<file path="src/sv/srp_pkg.sv">
package srp_pkg;

    localparam int MAX_REPLY = 16;
    localparam int IDX_W     = 5;
    localparam int CPOS_W    = 9;

    localparam logic [IDX_W-1:0] IDX_LAST = '1;

    localparam logic [IDX_W-1:0] POS_TYPE    = IDX_W'(3);
    localparam logic [IDX_W-1:0] POS_LEN     = IDX_W'(5);
    localparam logic [IDX_W-1:0] POS_POINT   = IDX_W'(6);
    localparam logic [IDX_W-1:0] POS_CONTACT = IDX_W'(10);

    localparam logic [7:0] TYPE_STATUS     = 8'd5;
    localparam logic [7:0] TYPE_LONG_PRESS = 8'd3;
    localparam logic [7:0] STATUS_LEN      = 8'd5;
    localparam logic [7:0] POINT_CONTACT   = 8'd1;
    localparam logic [7:0] CONTACT_CLOSED  = 8'd1;
    localparam logic [7:0] CONTACT_OPENED  = 8'd0;

    typedef enum logic [1:0] {
        ST_CLOSED = 2'd0,
        ST_OPENED = 2'd1,
        ST_ERROR  = 2'd2
    } status_t;

    typedef enum logic {
        KIND_BYTE = 1'b0,
        KIND_END  = 1'b1
    } kind_t;

    typedef struct packed {
        logic       take;
        kind_t      kind;
        logic [7:0] data;
    } step_t;

    typedef struct packed {
        status_t status;
        logic    long_press;
    } result_t;

endpackage

</file>
<file path="src/sv/srp_frame_tracker.sv">
module srp_frame_tracker (
    input  logic            clk,
    input  logic            rst_n,
    input  srp_pkg::step_t  step,
    output srp_pkg::result_t result
);
    import srp_pkg::*;

    logic [IDX_W-1:0]  idx_reg, idx_next;
    logic [7:0]        sum_reg, sum_next;
    logic [7:0]        type_reg, type_next;
    logic [7:0]        len_reg, len_next;
    logic [7:0]        pid_reg, pid_next;
    logic [7:0]        cval_reg, cval_next;
    logic              matched_reg, matched_next;
    logic [CPOS_W-1:0] cpos;
    logic [CPOS_W-1:0] pos_wide;
    logic              in_reach;

    assign cpos     = CPOS_W'(6) + CPOS_W'(len_reg);
    assign pos_wide = CPOS_W'(idx_reg);
    assign in_reach = ({1'b0, idx_reg} < (IDX_W+1)'(MAX_REPLY)) && (idx_reg != IDX_LAST);

    always_comb
    begin
        idx_next     = idx_reg;
        sum_next     = sum_reg;
        type_next    = type_reg;
        len_next     = len_reg;
        pid_next     = pid_reg;
        cval_next    = cval_reg;
        matched_next = matched_reg;
        if (step.take)
        begin
            if (step.kind == KIND_BYTE)
            begin
                if (in_reach)
                begin
                    if (idx_reg == POS_TYPE)    type_next = step.data;
                    if (idx_reg == POS_LEN)     len_next  = step.data;
                    if (idx_reg == POS_POINT)   pid_next  = step.data;
                    if (idx_reg == POS_CONTACT) cval_next = step.data;
                    // header bytes always count; later ones only up to the checksum
                    if (idx_reg <= POS_LEN)
                        sum_next = sum_reg + step.data;
                    else if (pos_wide < cpos)
                        sum_next = sum_reg + step.data;
                    else if (pos_wide == cpos)
                        matched_next = (sum_reg == step.data);
                    idx_next = idx_reg + IDX_W'(1);
                end
            end
            else
            begin
                // drop the frame once its status is out
                idx_next     = '0;
                sum_next     = '0;
                type_next    = '0;
                len_next     = '0;
                pid_next     = '0;
                cval_next    = '0;
                matched_next = 1'b0;
            end
        end
    end

    always_comb
    begin
        result.status     = ST_ERROR;
        result.long_press = 1'b0;
        if (matched_reg)
        begin
            if (type_reg == TYPE_STATUS && len_reg == STATUS_LEN && pid_reg == POINT_CONTACT)
            begin
                if (cval_reg == CONTACT_CLOSED)
                    result.status = ST_CLOSED;
                else if (cval_reg == CONTACT_OPENED)
                    result.status = ST_OPENED;
            end
            if (type_reg == TYPE_LONG_PRESS)
                result.long_press = 1'b1;
        end
    end

    always_ff @(posedge clk or negedge rst_n)
    begin
        if (!rst_n)
        begin
            idx_reg     <= '0;
            sum_reg     <= '0;
            type_reg    <= '0;
            len_reg     <= '0;
            pid_reg     <= '0;
            cval_reg    <= '0;
            matched_reg <= 1'b0;
        end
        else
        begin
            idx_reg     <= idx_next;
            sum_reg     <= sum_next;
            type_reg    <= type_next;
            len_reg     <= len_next;
            pid_reg     <= pid_next;
            cval_reg    <= cval_next;
            matched_reg <= matched_next;
        end
    end

    a_end_clears: assert property (@(posedge clk) disable iff (!rst_n)
        step.take && step.kind == KIND_END |=> idx_reg == '0 && !matched_reg)
        else $error("frame state not cleared after end item");

    a_index_bounded: assert property (@(posedge clk) disable iff (!rst_n)
        {1'b0, idx_reg} <= (IDX_W+1)'(MAX_REPLY))
        else $error("byte index ran past capture limit");

    a_lp_not_status: assert property (@(posedge clk) disable iff (!rst_n)
        result.long_press |-> result.status == ST_ERROR)
        else $error("long press reported with a contact status");

endmodule

</file>
<file path="src/sv/serial_mcu_reply_status_parser_top.sv">
// Reply status parser: feed the bytes of one serial reply frame (kind 0) and then an
// end item (kind 1); the end item yields one result with contact_status (0 closed,
// 1 opened, 2 error) and long_press, and clears the frame for the next reply. Byte
// items give no result. Each item is registered at the input and then passes the frame
// tracker's update, and an end item's status is written into the output register at the
// same edge as that update. One item can be accepted every cycle while in_stall is low;
// in_stall rises only when an end item waits on a full, stalled output register. Bytes
// beyond the 16-byte capture limit are ignored, and a checksum that lies out of reach,
// or an empty reply, reports error.
module serial_mcu_reply_status_parser_top (
    input  logic       clk,
    input  logic       rst_n,
    input  logic       in_valid,
    output logic       in_stall,
    input  logic       kind,
    input  logic [7:0] rx_byte,
    output logic       out_valid,
    input  logic       out_stall,
    output logic [1:0] contact_status,
    output logic       long_press
);
    import srp_pkg::*;

    logic             s1_valid_reg;
    kind_t            s1_kind_reg;
    logic [7:0]       s1_data_reg;
    logic             s1_advance;
    logic             out_free;
    logic             out_valid_reg;
    result_t          out_res_reg;
    step_t            step;
    result_t          result;

    assign out_free   = !out_valid_reg || !out_stall;
    assign s1_advance = s1_valid_reg && (s1_kind_reg == KIND_BYTE || out_free);
    assign in_stall   = s1_valid_reg && !s1_advance;

    assign step.take = s1_advance;
    assign step.kind = s1_kind_reg;
    assign step.data = s1_data_reg;

    srp_frame_tracker u_tracker (
        .clk    (clk),
        .rst_n  (rst_n),
        .step   (step),
        .result (result)
    );

    // hold the input item while it waits for the output register
    always_ff @(posedge clk or negedge rst_n)
    begin
        if (!rst_n)
        begin
            s1_valid_reg <= 1'b0;
            s1_kind_reg  <= KIND_BYTE;
            s1_data_reg  <= '0;
        end
        else if (!in_stall)
        begin
            s1_valid_reg <= in_valid;
            s1_kind_reg  <= kind_t'(kind);
            s1_data_reg  <= rx_byte;
        end
    end

    always_ff @(posedge clk or negedge rst_n)
    begin
        if (!rst_n)
        begin
            out_valid_reg <= 1'b0;
            out_res_reg   <= '{status: ST_ERROR, long_press: 1'b0};
        end
        else if (out_free)
        begin
            out_valid_reg <= s1_advance && s1_kind_reg == KIND_END;
            if (s1_advance && s1_kind_reg == KIND_END)
                out_res_reg <= result;
        end
    end

    assign out_valid      = out_valid_reg;
    assign contact_status = out_res_reg.status;
    assign long_press     = out_res_reg.long_press;

    a_end_gives_result: assert property (@(posedge clk) disable iff (!rst_n)
        s1_advance && s1_kind_reg == KIND_END |=> out_valid_reg)
        else $error("end item consumed without a result");

    a_end_waits: assert property (@(posedge clk) disable iff (!rst_n)
        s1_valid_reg && s1_kind_reg == KIND_END && out_valid_reg && out_stall |-> in_stall)
        else $error("end item taken while output register is blocked");

    a_byte_no_stall: assert property (@(posedge clk) disable iff (!rst_n)
        s1_valid_reg && s1_kind_reg == KIND_BYTE |-> !in_stall)
        else $error("byte item stalled the input");

endmodule

</file>
<file path="config.mk">
export PLATFORM = sky130hd
export DESIGN_NAME = serial_mcu_reply_status_parser_top
export DESIGN_NICKNAME = d
export VERILOG_FILES = /design/src/sv/srp_pkg.sv /design/src/sv/srp_frame_tracker.sv /design/src/sv/serial_mcu_reply_status_parser_top.sv
export SDC_FILE = /design/constraint.sdc
export NUM_CORES = 1
export LEC_CHECK = 0
export BUFFER_PORTS_ARGS = -buffer_cell sky130_fd_sc_hd__buf_4
export CAP_MARGIN = 20
export CORE_AREA = 2 2 78 80
export DETAILED_ROUTE_END_ITERATION = 6
export DIE_AREA = 0 0 80 82
export PLACE_DENSITY_LB_ADDON = 0.08
export REMOVE_ABC_BUFFERS = 1
export SLEW_MARGIN = 5
export SYNTH_ARGS = -nofsm -noshare
export SYNTH_HDL_FRONTEND = slang
export SYNTH_SLANG_ARGS = --single-unit
</file>
<file path="constraint.sdc">
create_clock -name clk -period 4.5 [get_ports clk]
set_input_delay 0.225 -clock clk [delete_from_list [all_inputs] [get_ports clk]]
set_output_delay 0.225 -clock clk [all_outputs]
set_load 0.01 [all_outputs]
</file>
==> summary.md <==
• 373 — placed instance count
• 4.72 ns — worst endpoint required time
• 6560 sq um — floorplan die area
• 60 — number of synthesized register bits
• 0.07 ns — register clock-pin slew on the reported worst setup and hold paths
• inv_1 > ha_1 > xor2_1 > ha_1 > a21o_1 > a21oi_1 > o21ai_0 > a211o_4 > a221o_1 — CP Cell Sequence
• 0 — yosys synthesis warning count
• 389 — count of non-filler cells in the finished layout
• 0.3130 — share of total power consumed by net switching
• 1474 sq um — Multi-input gate area
• yes — clock tree from TritonCTS
• 3074 sq um — Mapped Area
• 18 — I/O Pins
• flip-flop — critical path capture point type
• 2.537 ns — final critical delay including setup and external delays
• sky130_fd_sc_hd__dfrtp_1 48%, sky130_fd_sc_hd__a22o_1 7.1%, sky130_fd_sc_hd__ha_1 6.5%, sky130_fd_sc_hd__nand2_1 4.6%, sky130_fd_sc_hd__nand3_1 3.1% — cells taking the most area after synthesis
• compound AO/OA/AOI/OAI gates — cell family with the largest share of critical-path delay
• 0.45 ns — largest incremental delay on the critical path
• 0 — number of flops mapped to enable cells by yosys
• 11.69 mm — global-route wire length before repair
• 0.423 — relative contribution of sequential cells to total power
• 0.3941 GHz — maximum operating frequency
• 1.138 mW — internal power component
• 0.249 — combinational group share of total power
• 0 — # Max-Cap Violations
• 2 — clock tree buffer depth
• 0 — Resized cells post-CTS
• 0 — total of endpoints with negative setup slack in the final report
• 0 — total count of max-transition violations in the final report
• 7.035 mm — total wire length
• flip-flop to flip-flop — Worst Setup Path Type
• 4.719 mm — DPL Wire Length
• 1 — Crit path buffers/inverters
• 0.2421 — overall global routing resource usage
• sky130_fd_sc_hd__dfrtp_1 — Worst path slowest cell
• 5.913 — ratio of routed vias to standard cells
• 0 — antenna-violating nets left
• 5746 sq um — Core Footprint
• sky130_fd_sc_hd__dfrtp_1 — largest area contributor in the synthesized netlist
• 0.4693 — headroom to the max-slew limit
• 60 — Sinks on Clock Net
• sky130_fd_sc_hd__ha_1 — cell seen most often among critical-path stages
• 47 — number of different library cells in the post-synthesis netlist
• sky130_fd_sc_hd__dfrtp_1 — Most used DFF post-synth
• 0.1433 — layout cells sized above 1
• 4 — first-pass detailed-route iteration total
• 82 um — die height
• finished clean — run status
• flip-flop — Startpoint Class
• 0.5186 mW — net switching power of the design
• 477.8 nW/um^2 — ratio of total power to cell area
• 0.8226 — RD Place Congestion
• 292 — cells after synthesis
• 80 um — chip width
• 0.0002436 V — worst vdd rail ir drop
• 18.08 um — drt wl/cell
• 17 — IO Port Bufs
• 28 — number of rows created at floorplan
• 0 — Remaining DRCs
• 0.4888 — Seq/Total Area, Yosys
• 61 — maximum number of pins on one net before global-route repair
• 1503 sq um — sequential cell area
• 10.53 sq um — per-instance average area after synthesis
• 0.4803 — area share of the leading cell type in the synthesized netlist
• sky130_fd_sc_hd__clkbuf_8 — root buf cell
• 111 — violation count after the first detailed-routing iteration
• 3 — deepest level of the CTS H-tree
• 2214 — number of global-route vias before repair
• 0.7938 ns — worst slew pin tran
• 1.000 — asr flop ratio synth
• 1.597 nW — leak pwr
• 0 ns — sum of negative setup slack
• 506 — filler instances
• 0 — number of endpoints with negative hold slack in the final report
• 0 — leftover overflow at the end of global routing
• 0 — Ant. Diodes
• 0.33 ns — worst skew pair latency
• 12.78% — signed area change from the synthesized netlist to the final layout
• 0.5639 — Final Cycle Share
• 9 — clock buffers created by TritonCTS
• 0.328 — part of the total power dissipated in the clock network
• primary input to flip-flop — worst hold path class
• 2300 — via count
• 13 — critical path peak fanout
• 0 — antenna violations before repair
• false — RSZ-0062 raised after global routing
• 0.5351 — initial standard-cell utilization of the core
• 0.007112 ns — clk_skew
• 2.75 ns — arrival time reported for the critical path endpoint
• 340 — nets
synthesized netlist by cell type, types with 3 or more instances:
master	n
sky130_fd_sc_hd__a21o_1	3
sky130_fd_sc_hd__a21oi_1	10
sky130_fd_sc_hd__a22o_1	25
sky130_fd_sc_hd__a31oi_1	4
sky130_fd_sc_hd__clkbuf_1	6
sky130_fd_sc_hd__clkinv_1	3
sky130_fd_sc_hd__dfrtp_1	59
sky130_fd_sc_hd__ha_1	16
sky130_fd_sc_hd__inv_1	4
sky130_fd_sc_hd__mux2i_1	3
sky130_fd_sc_hd__nand2_1	38
sky130_fd_sc_hd__nand2b_1	11
sky130_fd_sc_hd__nand3_1	19
sky130_fd_sc_hd__nand4_1	5
sky130_fd_sc_hd__nor2_1	10
sky130_fd_sc_hd__nor3_1	6
sky130_fd_sc_hd__nor4_1	4
sky130_fd_sc_hd__nor4b_1	4
sky130_fd_sc_hd__o21ai_0	18
sky130_fd_sc_hd__xnor2_1	6
sky130_fd_sc_hd__xor2_1	4
kinds of logic (layout without fill, tap and decap cells):
family,count (synthesis),after routing,share of synthesized area
DFF,60,60,0.4888
xor gates and xnor gates,10,10,0.02849
adders and majority gates,17,17,0.07163
muxes,4,4,0.01343
buffers and inverters,19,41,0.03174
AOI/OAI and AO/OA,74,74,0.1807
and+or+nand+nor,108,108,0.1852
power groups by stage:
| stage | clock, mW | combinational, mW | sequential, mW |
|---|---|---|---|
| after CTS | 0.559 | 0.414 | 0.698 |
| after floorplan | 0 | 0.323 | 0.677 |
| after global routing | 0.579 | 0.473 | 0.710 |
| after global placement | 0 | 0.401 | 0.705 |
| after detailed placement | 0 | 0.410 | 0.708 |
| final | 0.544 | 0.412 | 0.700 |
path summary, 6_finish.rpt:
kind	cells after the start	startpoint	to	slack (ns)
worst max-delay path	9	u_tracker.len_reg[1]	u_tracker.sum_reg[2]	1.96
worst max register to register	9	u_tracker.len_reg[1]	u_tracker.sum_reg[2]	1.96
worst min-delay path	2	in_valid	s1_valid_reg	0.08
worst min register to register	1	u_tracker.cval_reg[0]	contact_status[0]	0.46
max in group asynchronous	2	rst_n	u_tracker.sum_reg[3]	3.49
min in group asynchronous	2	rst_n	u_tracker.len_reg[3]	0.50
through the flow:
| step | cell area [sq um] | total power [mW] | utilization | worst slack [ns] | hold WS (ns) |
|---|---|---|---|---|---|
| 5_1_grt | 3467 | 1.762 | 0.6034 | 1.661 | 0.07387 |
| 3_3_place_gp | 3233 | 1.106 | 0.5627 | 2.021 | 0.3434 |
| 4_1_cts | 3467 | 1.671 | 0.6034 | 1.967 | 0.06158 |
| 2_1_floorplan | 3012 | 0.9998 | - | 2.225 | -0.07059 |
| 3_5_place_dp | 3233 | 1.118 | 0.5627 | 1.984 | 0.3468 |
| 6_report | 3467 | 1.657 | 0.6034 | 1.963 | 0.07668 |
layout make-up:
class	instances	area share
multi-input cells	213	0.4251
well taps	75	0.02707
clock inverters	4	0.02093
repair buffers	18	0.03970
flip-flops and latches	60	0.4334
inverters	8	0.01010
clock buffers	11	0.04367
what timing repair did:
| item | 4_1_cts | 5_1_grt |
|---|---|---|
| hold buffers | 1 | 0 |
| buffers inserted | 0 | 0 |
| hold endpoints to repair | 59 | 0 |
layer usage:
metal  vias to the layer above  share of wire  GRT usage  wire length [um]
met2                        60           0.47     0.3783              3302
met3                        16          0.048    0.06374               337
met1                      1118           0.45     0.3245              3198
li1                       1106              -          -                 -
met5                         -              0          0                 0
met4                         0          0.028    0.09322               196
layout by cell type, fill, tap and decap left out, types with 2 or more instances in the layout:
cell type / Yosys / final
sky130_fd_sc_hd__nor3b_2: 2 / 2
sky130_fd_sc_hd__a32o_2: 2 / 2
sky130_fd_sc_hd__nor2b_1: 2 / 2
sky130_fd_sc_hd__nor4_1: 4 / 4
sky130_fd_sc_hd__clkinv_1: 3 / 3
sky130_fd_sc_hd__nand3_1: 19 / 19
sky130_fd_sc_hd__a21o_1: 3 / 3
sky130_fd_sc_hd__nor4b_1: 4 / 4
sky130_fd_sc_hd__xor2_1: 4 / 4
sky130_fd_sc_hd__nor3_1: 6 / 6
sky130_fd_sc_hd__dfrtp_1: 59 / 59
sky130_fd_sc_hd__nand2_1: 38 / 38
sky130_fd_sc_hd__nand2b_1: 11 / 11
sky130_fd_sc_hd__nand3b_1: 2 / 2
sky130_fd_sc_hd__o21a_1: 2 / 2
sky130_fd_sc_hd__a22o_1: 25 / 25
sky130_fd_sc_hd__nor2_1: 10 / 10
sky130_fd_sc_hd__a21oi_1: 10 / 10
sky130_fd_sc_hd__buf_4: 1 / 17
sky130_fd_sc_hd__inv_1: 4 / 4
sky130_fd_sc_hd__bufinv_16: 0 / 2
sky130_fd_sc_hd__mux2i_1: 3 / 3
sky130_fd_sc_hd__xnor2_1: 6 / 6
sky130_fd_sc_hd__clkbuf_8: 0 / 11
sky130_fd_sc_hd__a31oi_1: 4 / 4
sky130_fd_sc_hd__nand4_1: 5 / 5
sky130_fd_sc_hd__o21ai_0: 18 / 18
sky130_fd_sc_hd__o21bai_1: 2 / 2
sky130_fd_sc_hd__ha_1: 16 / 16
No activity file was read; power rests on OpenSTA's default activity.
